File: src/hdl/hse_pkg.sv
// shared item types for the heap sort engine
`default_nettype none

package hse_pkg;

	typedef struct packed {
		logic signed [31:0] value;
		logic               last;
	} load_item_t;

	typedef struct packed {
		logic signed [31:0] sorted_value;
		logic               final_res;
	} sort_item_t;

	localparam int unsigned DATA_W = 32;

endpackage

`default_nettype wire

File: src/hdl/hse_ram.sv
// generic simple dual-port ram, one write and one registered read per cycle
`default_nettype none

module hse_ram #(
	parameter int WIDTH = 32,
	parameter int DEPTH = 64
) (
	input  wire logic                                     clk,
	input  wire logic                                     we,
	input  wire logic [((DEPTH > 1) ? $clog2(DEPTH) : 1)-1:0] waddr,
	input  wire logic [WIDTH-1:0]                         wdata,
	input  wire logic [((DEPTH > 1) ? $clog2(DEPTH) : 1)-1:0] raddr,
	output logic      [WIDTH-1:0]                         rdata
);

	logic [WIDTH-1:0] mem_q [DEPTH];

	always_ff @(posedge clk) begin
		if (we) begin
			mem_q[waddr] <= wdata;
		end
		rdata <= mem_q[raddr];
	end

endmodule

`default_nettype wire

File: src/hdl/heap_sort_engine.sv
// heap sort engine: collects signed values, heap-sorts them and emits them ascending
//
// load channel: one value per item, accepted while the engine is idle; items
// beyond MAX_ELEMENTS are dropped. an item with last set closes the set and
// starts the sort; load_stall stays high until the last sorted item has been
// placed in the output register.
// sort: builds a max-heap, then moves the root to the end n-1 times. every sift
// level reads the left and then the right child on the single read port of the
// element ram, then compares and writes back; a build sift first reads the value
// to sift, an extraction first moves the root out to the end of the heap.
// emission: each element is read from the ram and loaded into the output register,
// which must drain before the next element is loaded, so emission slows while the
// receiver holds sort_stall high; the output register keeps its item until taken,
// and the engine accepts the next set while the final item waits.
// reset clears the element count and the control state; ram contents are only
// read after they have been written for the current set.
`default_nettype none

module heap_sort_engine #(
	parameter int MAX_ELEMENTS = 64
) (
	input  wire logic               clk,
	input  wire logic               arst_n,
	input  wire logic               load_valid,
	output logic                    load_stall,
	input  wire hse_pkg::load_item_t load_item,
	output logic                    sort_valid,
	input  wire logic               sort_stall,
	output hse_pkg::sort_item_t     sort_item
);

	localparam int AW    = (MAX_ELEMENTS > 1) ? $clog2(MAX_ELEMENTS) : 1;
	localparam int CNT_W = $clog2(MAX_ELEMENTS + 1);
	localparam int CW    = ((AW + 2) > CNT_W) ? (AW + 2) : CNT_W;
	localparam int DW    = hse_pkg::DATA_W;

	typedef enum logic [10:0] {
		ST_IDLE = 11'b000_0000_0001,
		ST_SV   = 11'b000_0000_0010,
		ST_SVG  = 11'b000_0000_0100,
		ST_SL   = 11'b000_0000_1000,
		ST_SR   = 11'b000_0001_0000,
		ST_SC   = 11'b000_0010_0000,
		ST_XA   = 11'b000_0100_0000,
		ST_XB   = 11'b000_1000_0000,
		ST_XC   = 11'b001_0000_0000,
		ST_ERD  = 11'b010_0000_0000,
		ST_ELD  = 11'b100_0000_0000
	} state_t;

	state_t                 state_q;
	logic [CNT_W-1:0]       count_q;
	logic [CNT_W-1:0]       k_q;
	logic [CNT_W-1:0]       heap_q;
	logic [AW-1:0]          node_q;
	logic                   extract_q;
	logic signed [DW-1:0]   v_q;
	logic signed [DW-1:0]   lv_q;
	logic                   res_valid_q;
	hse_pkg::sort_item_t    res_q;

	logic                   ram_we;
	logic [AW-1:0]          ram_waddr;
	logic [DW-1:0]          ram_wdata;
	logic [AW-1:0]          ram_raddr;
	logic [DW-1:0]          ram_rdata;

	logic                   load_acc;
	logic                   has_room;
	logic [CNT_W-1:0]       n_new;
	logic [CNT_W-1:0]       half;
	logic [CW-1:0]          lc;
	logic [CW-1:0]          rc;
	logic [CW-1:0]          heap_ext;
	logic                   lc_ok;
	logic                   rc_ok;
	logic                   pick_r;
	logic signed [DW-1:0]   big_v;
	logic [AW-1:0]          big_idx;
	logic                   move_up;
	logic                   sift_done;
	logic                   is_final;

	hse_ram #(
		.WIDTH(DW),
		.DEPTH(MAX_ELEMENTS)
	) u_store (
		.clk  (clk),
		.we   (ram_we),
		.waddr(ram_waddr),
		.wdata(ram_wdata),
		.raddr(ram_raddr),
		.rdata(ram_rdata)
	);

	assign load_stall = (state_q != ST_IDLE);
	assign load_acc   = load_valid && !load_stall;
	assign has_room   = (count_q < CNT_W'(MAX_ELEMENTS));
	assign n_new      = has_room ? CNT_W'(count_q + 1'b1) : count_q;
	assign half       = n_new >> 1;

	assign lc       = CW'({node_q, 1'b1});
	assign rc       = CW'(lc + 1'b1);
	assign heap_ext = CW'(heap_q);
	assign lc_ok    = (lc < heap_ext);
	assign rc_ok    = (rc < heap_ext);

	// right child wins only when present and strictly larger
	assign pick_r  = rc_ok && ($signed(ram_rdata) > lv_q);
	assign big_v   = pick_r ? $signed(ram_rdata) : lv_q;
	assign big_idx = pick_r ? rc[AW-1:0] : lc[AW-1:0];
	assign move_up = (big_v > v_q);

	assign sift_done = ((state_q == ST_SL) && !lc_ok) || ((state_q == ST_SC) && !move_up);
	assign is_final  = (CNT_W'(k_q + 1'b1) == count_q);

	always_comb begin
		ram_we    = 1'b0;
		ram_waddr = node_q;
		ram_wdata = v_q;
		ram_raddr = node_q;
		unique case (state_q)
			ST_IDLE: begin
				ram_we    = load_acc && has_room;
				ram_waddr = count_q[AW-1:0];
				ram_wdata = load_item.value;
			end
			ST_SL: begin
				ram_raddr = lc[AW-1:0];
				ram_we    = !lc_ok;
			end
			ST_SR: begin
				ram_raddr = rc[AW-1:0];
			end
			ST_SC: begin
				ram_we    = 1'b1;
				ram_wdata = move_up ? big_v : v_q;
			end
			ST_XA: begin
				ram_raddr = AW'(k_q - 1'b1);
			end
			ST_XB: begin
				ram_raddr = '0;
			end
			ST_XC: begin
				// root goes to the end of the shrinking heap
				ram_we    = 1'b1;
				ram_waddr = AW'(k_q - 1'b1);
				ram_wdata = ram_rdata;
			end
			ST_ERD: begin
				ram_raddr = k_q[AW-1:0];
			end
			ST_SV, ST_SVG, ST_ELD: begin
			end
			default: begin
			end
		endcase
	end

	always_ff @(posedge clk or negedge arst_n) begin
		if (!arst_n) begin
			state_q     <= ST_IDLE;
			count_q     <= '0;
			k_q         <= '0;
			heap_q      <= '0;
			node_q      <= '0;
			extract_q   <= 1'b0;
			res_valid_q <= 1'b0;
		end else begin
			if (res_valid_q && !sort_stall) begin
				res_valid_q <= 1'b0;
			end
			if (sift_done) begin
				if (!extract_q && (k_q > CNT_W'(1))) begin
					k_q     <= CNT_W'(k_q - 1'b1);
					node_q  <= AW'(k_q - CNT_W'(2));
					state_q <= ST_SV;
				end else if (!extract_q) begin
					extract_q <= 1'b1;
					k_q       <= count_q;
					state_q   <= ST_XA;
				end else if (k_q > CNT_W'(2)) begin
					k_q     <= CNT_W'(k_q - 1'b1);
					state_q <= ST_XA;
				end else begin
					k_q     <= '0;
					state_q <= ST_ERD;
				end
			end else begin
				unique case (state_q)
					ST_IDLE: begin
						if (load_acc) begin
							count_q <= n_new;
							if (load_item.last) begin
								extract_q <= 1'b0;
								heap_q    <= n_new;
								if (half != '0) begin
									k_q     <= half;
									node_q  <= AW'(half - 1'b1);
									state_q <= ST_SV;
								end else begin
									k_q     <= '0;
									state_q <= ST_ERD;
								end
							end
						end
					end
					ST_SV: begin
						state_q <= ST_SVG;
					end
					ST_SVG: begin
						state_q <= ST_SL;
					end
					ST_SL: begin
						state_q <= ST_SR;
					end
					ST_SR: begin
						state_q <= ST_SC;
					end
					ST_SC: begin
						node_q  <= big_idx;
						state_q <= ST_SL;
					end
					ST_XA: begin
						state_q <= ST_XB;
					end
					ST_XB: begin
						state_q <= ST_XC;
					end
					ST_XC: begin
						node_q  <= '0;
						heap_q  <= CNT_W'(k_q - 1'b1);
						state_q <= ST_SL;
					end
					ST_ERD: begin
						// wait until the output register is free
						if (!res_valid_q) begin
							state_q <= ST_ELD;
						end
					end
					ST_ELD: begin
						res_valid_q <= 1'b1;
						k_q         <= CNT_W'(k_q + 1'b1);
						if (is_final) begin
							count_q <= '0;
							state_q <= ST_IDLE;
						end else begin
							state_q <= ST_ERD;
						end
					end
					default: begin
						state_q <= ST_IDLE;
					end
				endcase
			end
		end
	end

	// sifted value, left child value and output item, no reset needed
	always_ff @(posedge clk) begin
		if (state_q == ST_SVG || state_q == ST_XB) begin
			v_q <= $signed(ram_rdata);
		end
		if (state_q == ST_SR) begin
			lv_q <= $signed(ram_rdata);
		end
		if (state_q == ST_ELD) begin
			res_q.sorted_value <= $signed(ram_rdata);
			res_q.final_res    <= is_final;
		end
	end

	assign sort_valid = res_valid_q;
	assign sort_item  = res_q;

	a_count_bound: assert property (@(posedge clk) disable iff (!arst_n)
		count_q <= CNT_W'(MAX_ELEMENTS))
		else $error("element count above capacity");

	a_no_overwrite: assert property (@(posedge clk) disable iff (!arst_n)
		(state_q == ST_ELD) |-> !res_valid_q)
		else $error("output register loaded while still occupied");

	a_valid_source: assert property (@(posedge clk) disable iff (!arst_n)
		$rose(res_valid_q) |-> $past(state_q == ST_ELD))
		else $error("result raised outside emission");

	a_node_in_heap: assert property (@(posedge clk) disable iff (!arst_n)
		(state_q == ST_SL) |-> (CW'(node_q) < heap_ext))
		else $error("sift position beyond heap");

endmodule

`default_nettype wire

File: config.mk
export PLATFORM = sky130hd
export DESIGN_NAME = heap_sort_engine
export DESIGN_NICKNAME = d
export VERILOG_FILES = /design/src/hdl/hse_pkg.sv /design/src/hdl/hse_ram.sv /design/src/hdl/heap_sort_engine.sv
export SDC_FILE = /design/constraint.sdc
export NUM_CORES = 2
export LEC_CHECK = 0
export BUFFER_PORTS_ARGS = -buffer_cell sky130_fd_sc_hd__buf_4
export CAP_MARGIN = 15
export CORE_MARGIN = 2
export CORE_UTILIZATION = 46
export DETAILED_ROUTE_END_ITERATION = 8
export PLACE_DENSITY = 0.6
export SLEW_MARGIN = 20
export SYNTH_ARGS = -nofsm -noshare
export SYNTH_HDL_FRONTEND = slang
export SYNTH_SLANG_ARGS = --single-unit
export TNS_END_PERCENT = 30
File: constraint.sdc
create_clock -name clk -period 8.2 [get_ports clk]
set_input_delay 1.64 -clock clk [delete_from_list [all_inputs] [get_ports clk]]
set_output_delay 1.64 -clock clk [all_outputs]
set_load 0.005 [all_outputs]
After elaboration in Yosys (flattened, before gate mapping)
Memories as Yosys holds them, arrays and structs flattened. A register that Yosys moved wholly into a read port is not among the register bits.
Cells that the tools add are included.
{"block": "totals", "reg_bits": 137, "ram_bits": 2048, "output_inout_bits": 35, "wordCells": 126, "mem_count": 1}
{"name": "u_store.mem_q", "depth": 64, "width": 32, "read_ports": 1, "rd_clocked_by_memory_dff": 1, "write_ports": 1, "line_no": "hse_ram.sv:16", "rtl": "logic [WIDTH-1:0] mem_q [DEPTH];"}
{"block": "classes", "n_addsub": 6, "order_cmp": 7, "eq_ne": 22, "n_mux": 48, "bitwise_logic": 1, "n_reduce_logical": 30}
{"operator": "$pmux 11 s9", "count": 1}
{"operator": "$pmux 32 s3", "count": 1}
{"operator": "$mux 7", "count": 11}
{"operator": "$gt 32x32->1", "count": 2}
{"operator": "$mux 32", "count": 2}
{"operator": "$mux 10", "count": 5}
{"operator": "$mux 11", "count": 4}
{"operator": "$mux 6", "count": 7}
{"operator": "$pmux 7 s2", "count": 3}
{"operator": "$pmux 6 s5", "count": 1}
{"operator": "$pmux 6 s3", "count": 1}
{"operator": "$add 7x1->7 const B", "count": 2}
{"operator": "$ne 3x3->1 const B", "count": 4}
{"operator": "$pmux 6 s2", "count": 1}
{"operator": "$reduce_and 4->1", "count": 3}
{"operator": "$eq 11x1->1 const B", "count": 1}
{"operator": "$eq 11x10->1 const B", "count": 1}
{"operator": "$eq 11x11->1 const B", "count": 1}
{"operator": "$eq 11x2->1 const B", "count": 1}
{"operator": "$eq 11x3->1 const B", "count": 1}
{"operator": "$eq 11x4->1 const B", "count": 1}
{"operator": "$eq 11x5->1 const B", "count": 1}
{"operator": "$eq 11x6->1 const B", "count": 1}
{"operator": "$eq 11x7->1 const B", "count": 1}
{"operator": "other kinds (29)", "count": 57}

Logic depth before layout (Yosys ltp)
{"block": "logic_depth", "depth_word": 10, "depth_mapped": 27, "ltp_nobuf": 22}

Hierarchy
From an unflattened synthesis, not the netlist that was laid out.
{"block": "hier_totals", "cells_unflattened": 4258, "area_unflattened_um2": 87666.6}
{"mod": "hse_ram", "instances": 1, "cells_per_inst": 3324, "area_each_um2": 78515.3, "seq_area_each_um2": 62139.6}
{"mod": "heap_sort_engine", "instances": 1, "cells_per_inst": 934, "area_each_um2": 9151.3, "seq_area_each_um2": 3915.0}

Worst setup path before layout
No wires, ideal clock.
{"block": "synth_timing", "kind": "register to register", "startpoint": "register node_q[2]", "endpoint": "memory u_store.mem_q[0][0], data pin", "setup_ps": 721, "t_arrival_ps": 8229, "path_slack_ps": -750, "path_stages_with_launch": 25, "path_buffers": 5, "synth_period_minus_slack_ps": 8950, "path_cell_list": "dfrtp_1 > clkbuf_1 > nand3_1 > nor2_1 > xor2_1 > ha_1 > a211oi_1 > o21ai_0 > nor2_1 > o21a_1 > clkbuf_1 > clkbuf_1 > mux2_2 > ha_1 > a21o_1 > a21o_1 > a21oi_1 > o22ai_1 > or4b_2 > a211o_1 > o211a_1 > or2_2 > clkbuf_1 > clkbuf_1 > o31ai_1"}
{"block": "synth_between", "elab_chain_len": 7}
{"item": "start: declaration", "line_no": "heap_sort_engine.sv:55", "rtl": "logic [AW-1:0] node_q;"}
{"item": "start signal: assignment", "line_no": "heap_sort_engine.sv:177", "rtl": "node_q <= AW'(k_q - CNT_W'(2));"}
{"item": "start signal: assignment", "line_no": "heap_sort_engine.sv:200", "rtl": "node_q <= AW'(half - 1'b1);"}
{"item": "start signal: assignment", "line_no": "heap_sort_engine.sv:222", "rtl": "node_q <= big_idx;"}
{"item": "$add 7x1->8 (*)", "line_no": "heap_sort_engine.sv:103", "rtl": "assign rc = CW'(lc + 1'b1);"}
{"item": "$lt 8x7->1 (*)", "line_no": "heap_sort_engine.sv:106", "rtl": "assign rc_ok = (rc < heap_ext);"}
{"item": "$logic_and 1x1->1 (*)", "line_no": "heap_sort_engine.sv:109", "rtl": "assign pick_r = rc_ok && ($signed(ram_rdata) > lv_q);"}
{"item": "$mux 32 (*)", "line_no": "heap_sort_engine.sv:110", "rtl": "assign big_v = pick_r ? $signed(ram_rdata) : lv_q;"}
{"item": "$gt 32x32->1", "line_no": "heap_sort_engine.sv:112", "rtl": "assign move_up = (big_v > v_q);"}
{"item": "$mux 32 (*)", "line_no": "heap_sort_engine.sv:137", "rtl": "ram_wdata = move_up ? big_v : v_q;"}
{"item": "$pmux 32 s3 (*)", "line_no": "heap_sort_engine.sv:122", "rtl": "unique case (state_q)"}
{"item": "net ram_wdata[0]", "line_no": "heap_sort_engine.sv:64", "rtl": "logic [DW-1:0] ram_wdata;"}
{"item": "end: declaration", "line_no": "hse_ram.sv:16"}
Mark *: on every way through the listed nets, which the timed path passes. The rest lies on a longest branch.

Worst setup path in the final report
{"block": "layout_timing", "startpoint": "register lv_q[13]", "endpoint": "memory u_store.mem_q[48][10], data pin"}
{"block": "layout_between", "elab_chain_len": 6}
{"item": "start: declaration", "line_no": "heap_sort_engine.sv:58", "rtl": "logic signed [DW-1:0] lv_q;"}
{"item": "start signal: assignment", "line_no": "heap_sort_engine.sv:266", "rtl": "lv_q <= $signed(ram_rdata);"}
{"item": "$gt 32x32->1", "line_no": "heap_sort_engine.sv:109"}
{"item": "$logic_and 1x1->1", "line_no": "heap_sort_engine.sv:109"}
{"item": "$mux 32 (*)", "line_no": "heap_sort_engine.sv:110"}
{"item": "$gt 32x32->1", "line_no": "heap_sort_engine.sv:112"}
{"item": "$mux 32 (*)", "line_no": "heap_sort_engine.sv:137"}
{"item": "$pmux 32 s3 (*)", "line_no": "heap_sort_engine.sv:122"}
{"item": "net ram_wdata[10]", "line_no": "heap_sort_engine.sv:64"}
Marked as above.

==> results.md <==
* Total number of vias at 60.4k
* Register Area at 66100 um2
* Final critical-path share of the clock period at 0.910
* Nets at between 7k and 8k
* Hold depth at 0
* H-Tree Level Count at 4
* CP Data Required Time at 8750 ps
* Area growth from synthesis to layout at 13.2%
* Final hold violation count at 0
* RD Place Congestion at approximately 0.86
* Register area share after synthesis at 0.729
* Cell count after placement at 9436
* Hold Buf Count CTS at 0
* Flops & latches, synth at approximately 2.2k
* Drt pass-1 iters at 6
* First-pass GRT wire length at a little over 400000 um
* Predominant post-synthesis flop cell: edfxtp_1
* Pwr dens at 348 nW/um2
* Pin count of the biggest net entering global routing at 146
* Syn. warnings at 0
* Crit start category: flip-flop
* Port Buffers at a little over 70
* Final WL at 282000 um
* Async S/R FF share, synth at 0.0180
* Max Fclk at about 130 MHz
* Leak at roughly 0.036 uW
* Initial antenna violation count at 20
* CTS tree: done
* Vias in the first global route at between 50k and 60k
* Worst VDD drop at ~230 uV
* Yosys cell types at 81
* Vias per cell at 6.13
* Mapped Nets at 7103
* Worst skew pair latency at 870 ps
* Total core area at 195000 um2
* TritonCTS Buffers at ~220
* Post-synth EDFFs at about 2.1k
* Fin crit period at between 7000 and 8000 ps
* Clock Sinks at ~2.2k
* Post-CTS Setup Repair Bufs at 0
* Footprint of the multi-input gates at around 23000 um2
* Worst hold-check path type: reg -> reg
* Initial Util at 0.464
* Switch share at 0.360
* Hold EP: sort_item[6]$_DFFE_PP_
* Final cell count without fillers at 9857
* Post-route antenna net violation count at 0
* RSZ-0062 raised after global routing: no
* Endpoints failing setup at 0
* Internal power at 22800 uW
* Worst reg-to-reg path cell count at 24
* CP arrival at 8010 ps
* Worst reg2reg path endpoint: u_store.mem_q[48][10]$_DFFE_PP_
* Max cap viols at 0
* Final Skew at between 30 and 40 ps
* Cell count after synthesis at about 7k
* Crit Path Class: reg -> reg
* Tightest Pin Transition at ~1200 ps
* Cell Area, Synth at roughly 91000 um2
* Worst-path clk slew at 60 ps
* Final slew viol count at 0
* Post-layout util at 0.525
* Final setup TNS at 0 ps
* Switching power at roughly 13000 uW
* FP Rows at 162
* Share of power burned in registers at 0.413
* Launch point of the worst reg-to-reg path: lv_q[13]$_DFFE_PN_
* Comb power frac at 0.311
* Congestion Overflow GR at 0
* Root Buffer: clkbuf_16
* Detailed-route DRC error count at 0
* CP endpoint kind: flip-flop
* Slew margin rel. at 0.207
* Routed len/inst at ~29 um
* Die ar. at 201000 um2
* Status: finished clean
* GRT Resource Usage Total at 0.278
* Post-detail-place hpwl at 159000 um
* Top-Level Pins at 72
* Chip width at 448 um
* Reg2reg setup slack at roughly 740 ps
* Filler cells at between 15k and 20k
* Post_cts resized at 0
* Syn Area/Cell at roughly 13 um2
* Initial DRC count at 8344
* Hold path start: u_store.rdata[5]$_DFF_P_
* Share of post-route cells with drive strength above 1 at 0.111
* Die Y at around 450 um
* Clk pwr share at 0.276
* Worst-path maximum fanout at 64
* Clk buf depth at 3
-- placed cells by master, fill, tap and decap left out, types with 40 or more instances in the layout --
cell	instances
mux2_2	42
nand3_1	677
nand2_1	1976
nor2_1	56
edfxtp_1	2145
nor2_4	67
ha_1	87
and3_1	237
a211oi_1	40
a31oi_1	184
inv_1	81
clkinv_1	55
clkbuf_16	224
a21oi_1	75
a311oi_1	159
o21ai_0	47
clkinv_2	56
a22oi_1	45
buf_4	251
-- worst max-delay path by stage --
stage	start	end	slack, ps	cells past startpoint
after detailed placement	lv_q[13]$_DFFE_PN_	u_store.mem_q[21][7]$_DFFE_PP_	740	24
after global routing	node_q[2]$_DFFE_PN0P_	u_store.mem_q[48][10]$_DFFE_PP_	240	22
after global placement	lv_q[13]$_DFFE_PN_	u_store.mem_q[49][10]$_DFFE_PP_	740	24
after CTS	lv_q[13]$_DFFE_PN_	u_store.mem_q[58][7]$_DFFE_PP_	680	24
final	lv_q[13]$_DFFE_PN_	u_store.mem_q[48][10]$_DFFE_PP_	740	24
after floorplan	node_q[2]$_DFFE_PN0P_	u_store.mem_q[0][0]$_DFFE_PP_	520	24
-- power by group through the flow --
stage          logic (uW)  clock network [uW]  registers, uW
2_1_floorplan        5840                   0          15000
3_3_place_gp        10800                   0          15000
3_5_place_dp        10900                   0          15000
4_1_cts             10900                9950          14700
5_1_grt             11700               10400          14800
6_report            11100                9850          14700
-- critical path: stages, from the launching register on --
cell      delay [ps]
edfxtp_1         350
inv_1             50
ha_1             300
nand4_1          180
or2_2            350
nor2_1           220
o21ai_0          130
a31oi_1          410
o21a_1           220
o21a_1           520
buf_4            280
mux2_2           360
ha_1             300
a21o_1           160
a21o_1           180
a21oi_1          180
o22ai_1          100
or4b_2           630
a21oi_1          160
o211a_1          330
a21o_1           580
buf_4            320
a222oi_1         110
nand2_2          130
buf_4            520
-- flip-flops by register name, summed over array words and instances (netlist names) --
| name | cells |
|---|---|
| extract_q | 1 |
| lv_q | 32 |
| heap_q | 7 |
| u_store.mem_q | 2048 |
| sort_item | 33 |
| count_q | 7 |
| node_q | 6 |
| k_q | 7 |
| u_store.rdata | 32 |
| sort_valid | 1 |
| v_q | 32 |
| state_q | 11 |
-- cell type report --
type                       count  area share
antenna                        5    0.000122
clock buffer                 266      0.0565
clock inverter               150      0.0119
inverter                      82     0.00300
multi-input combinational   4221       0.226
sequential                  2217       0.644
tap                         2624      0.0320
timing repair buffer         292      0.0266
-- kinds of logic after synthesis --
family / share of synthesized area
flip-flops: 0.729
adder cells (fa/ha/maj): 0.0120
XOR/XNOR: 0.00358
buffers and inverters: 0.0239
AO/OA/AOI/OAI: 0.0665
AND/OR/NAND/NOR: 0.154
multiplexers: 0.0113
-- synthesized netlist by cell type (8+ instances only) --
cell type  number  area [um2]
xnor2_1        18         158
a22oi_1        45         338
o21ai_0        47         235
inv_1          81         304
nand2_1      2005        7530
a222oi_1       30         300
a31oi_1       184        1150
dfxtp_1        32         641
nand4_1        21         131
a211oi_1       40         300
a311oi_1      159        1390
o22ai_1        11        68.8
nand3_1       677        3390
mux4_2          8         180
a32oi_1        32         280
and4_1         23         201
o21a_1         16         120
o22a_1          9        78.8
buf_1          74         278
mux2i_1        36         360
a21o_1         31         233
o211ai_1       11        82.6
dfrtp_1        39         976
and2_1         15        93.8
a21oi_1        76         380
and3_1        237        1480
a221o_1         9        90.1
buf_2          97         485
mux2_2         42         473
or3_1           9        56.3
ha_1           87        1090
clkbuf_1      284        1070
nor2b_1        14        87.6
nor3_1         31         155
edfxtp_1     2145       64400
xor2_1         19         166
a2111oi_0       9        78.8
a32o_1          8        80.1
nor2_1        128         480
a221oi_1       10        87.6
a311o_1        25         250
-- metrics by stage --
stage / hold WS [ps] / setup slack (ps) / total power (uW) / instance area [um2]
after CTS: 532 / 681 / 35600 / 103000
after detailed placement: 529 / 743 / 25800 / 95500
after global routing: 552 / 241 / 36900 / 103000
after floorplan: 449 / 516 / 20800 / 90600
final: 534 / 739 / 35700 / 103000
after global placement: 515 / 743 / 25700 / 95400
-- layer usage --
| layer | track usage | routed length (um) | up-vias |
|---|---|---|---|
| met3 | 0.0495 | 29500 | 482 |
| met1 | 0.405 | 116000 | 30500 |
| li1 | - | - | 26100 |
| met4 | 0.0821 | 8150 | 12 |
| met2 | 0.426 | 128000 | 3356 |
| met5 | 0.00505 | 213 | - |
Note: power is estimated with default switching activity, not from simulation.
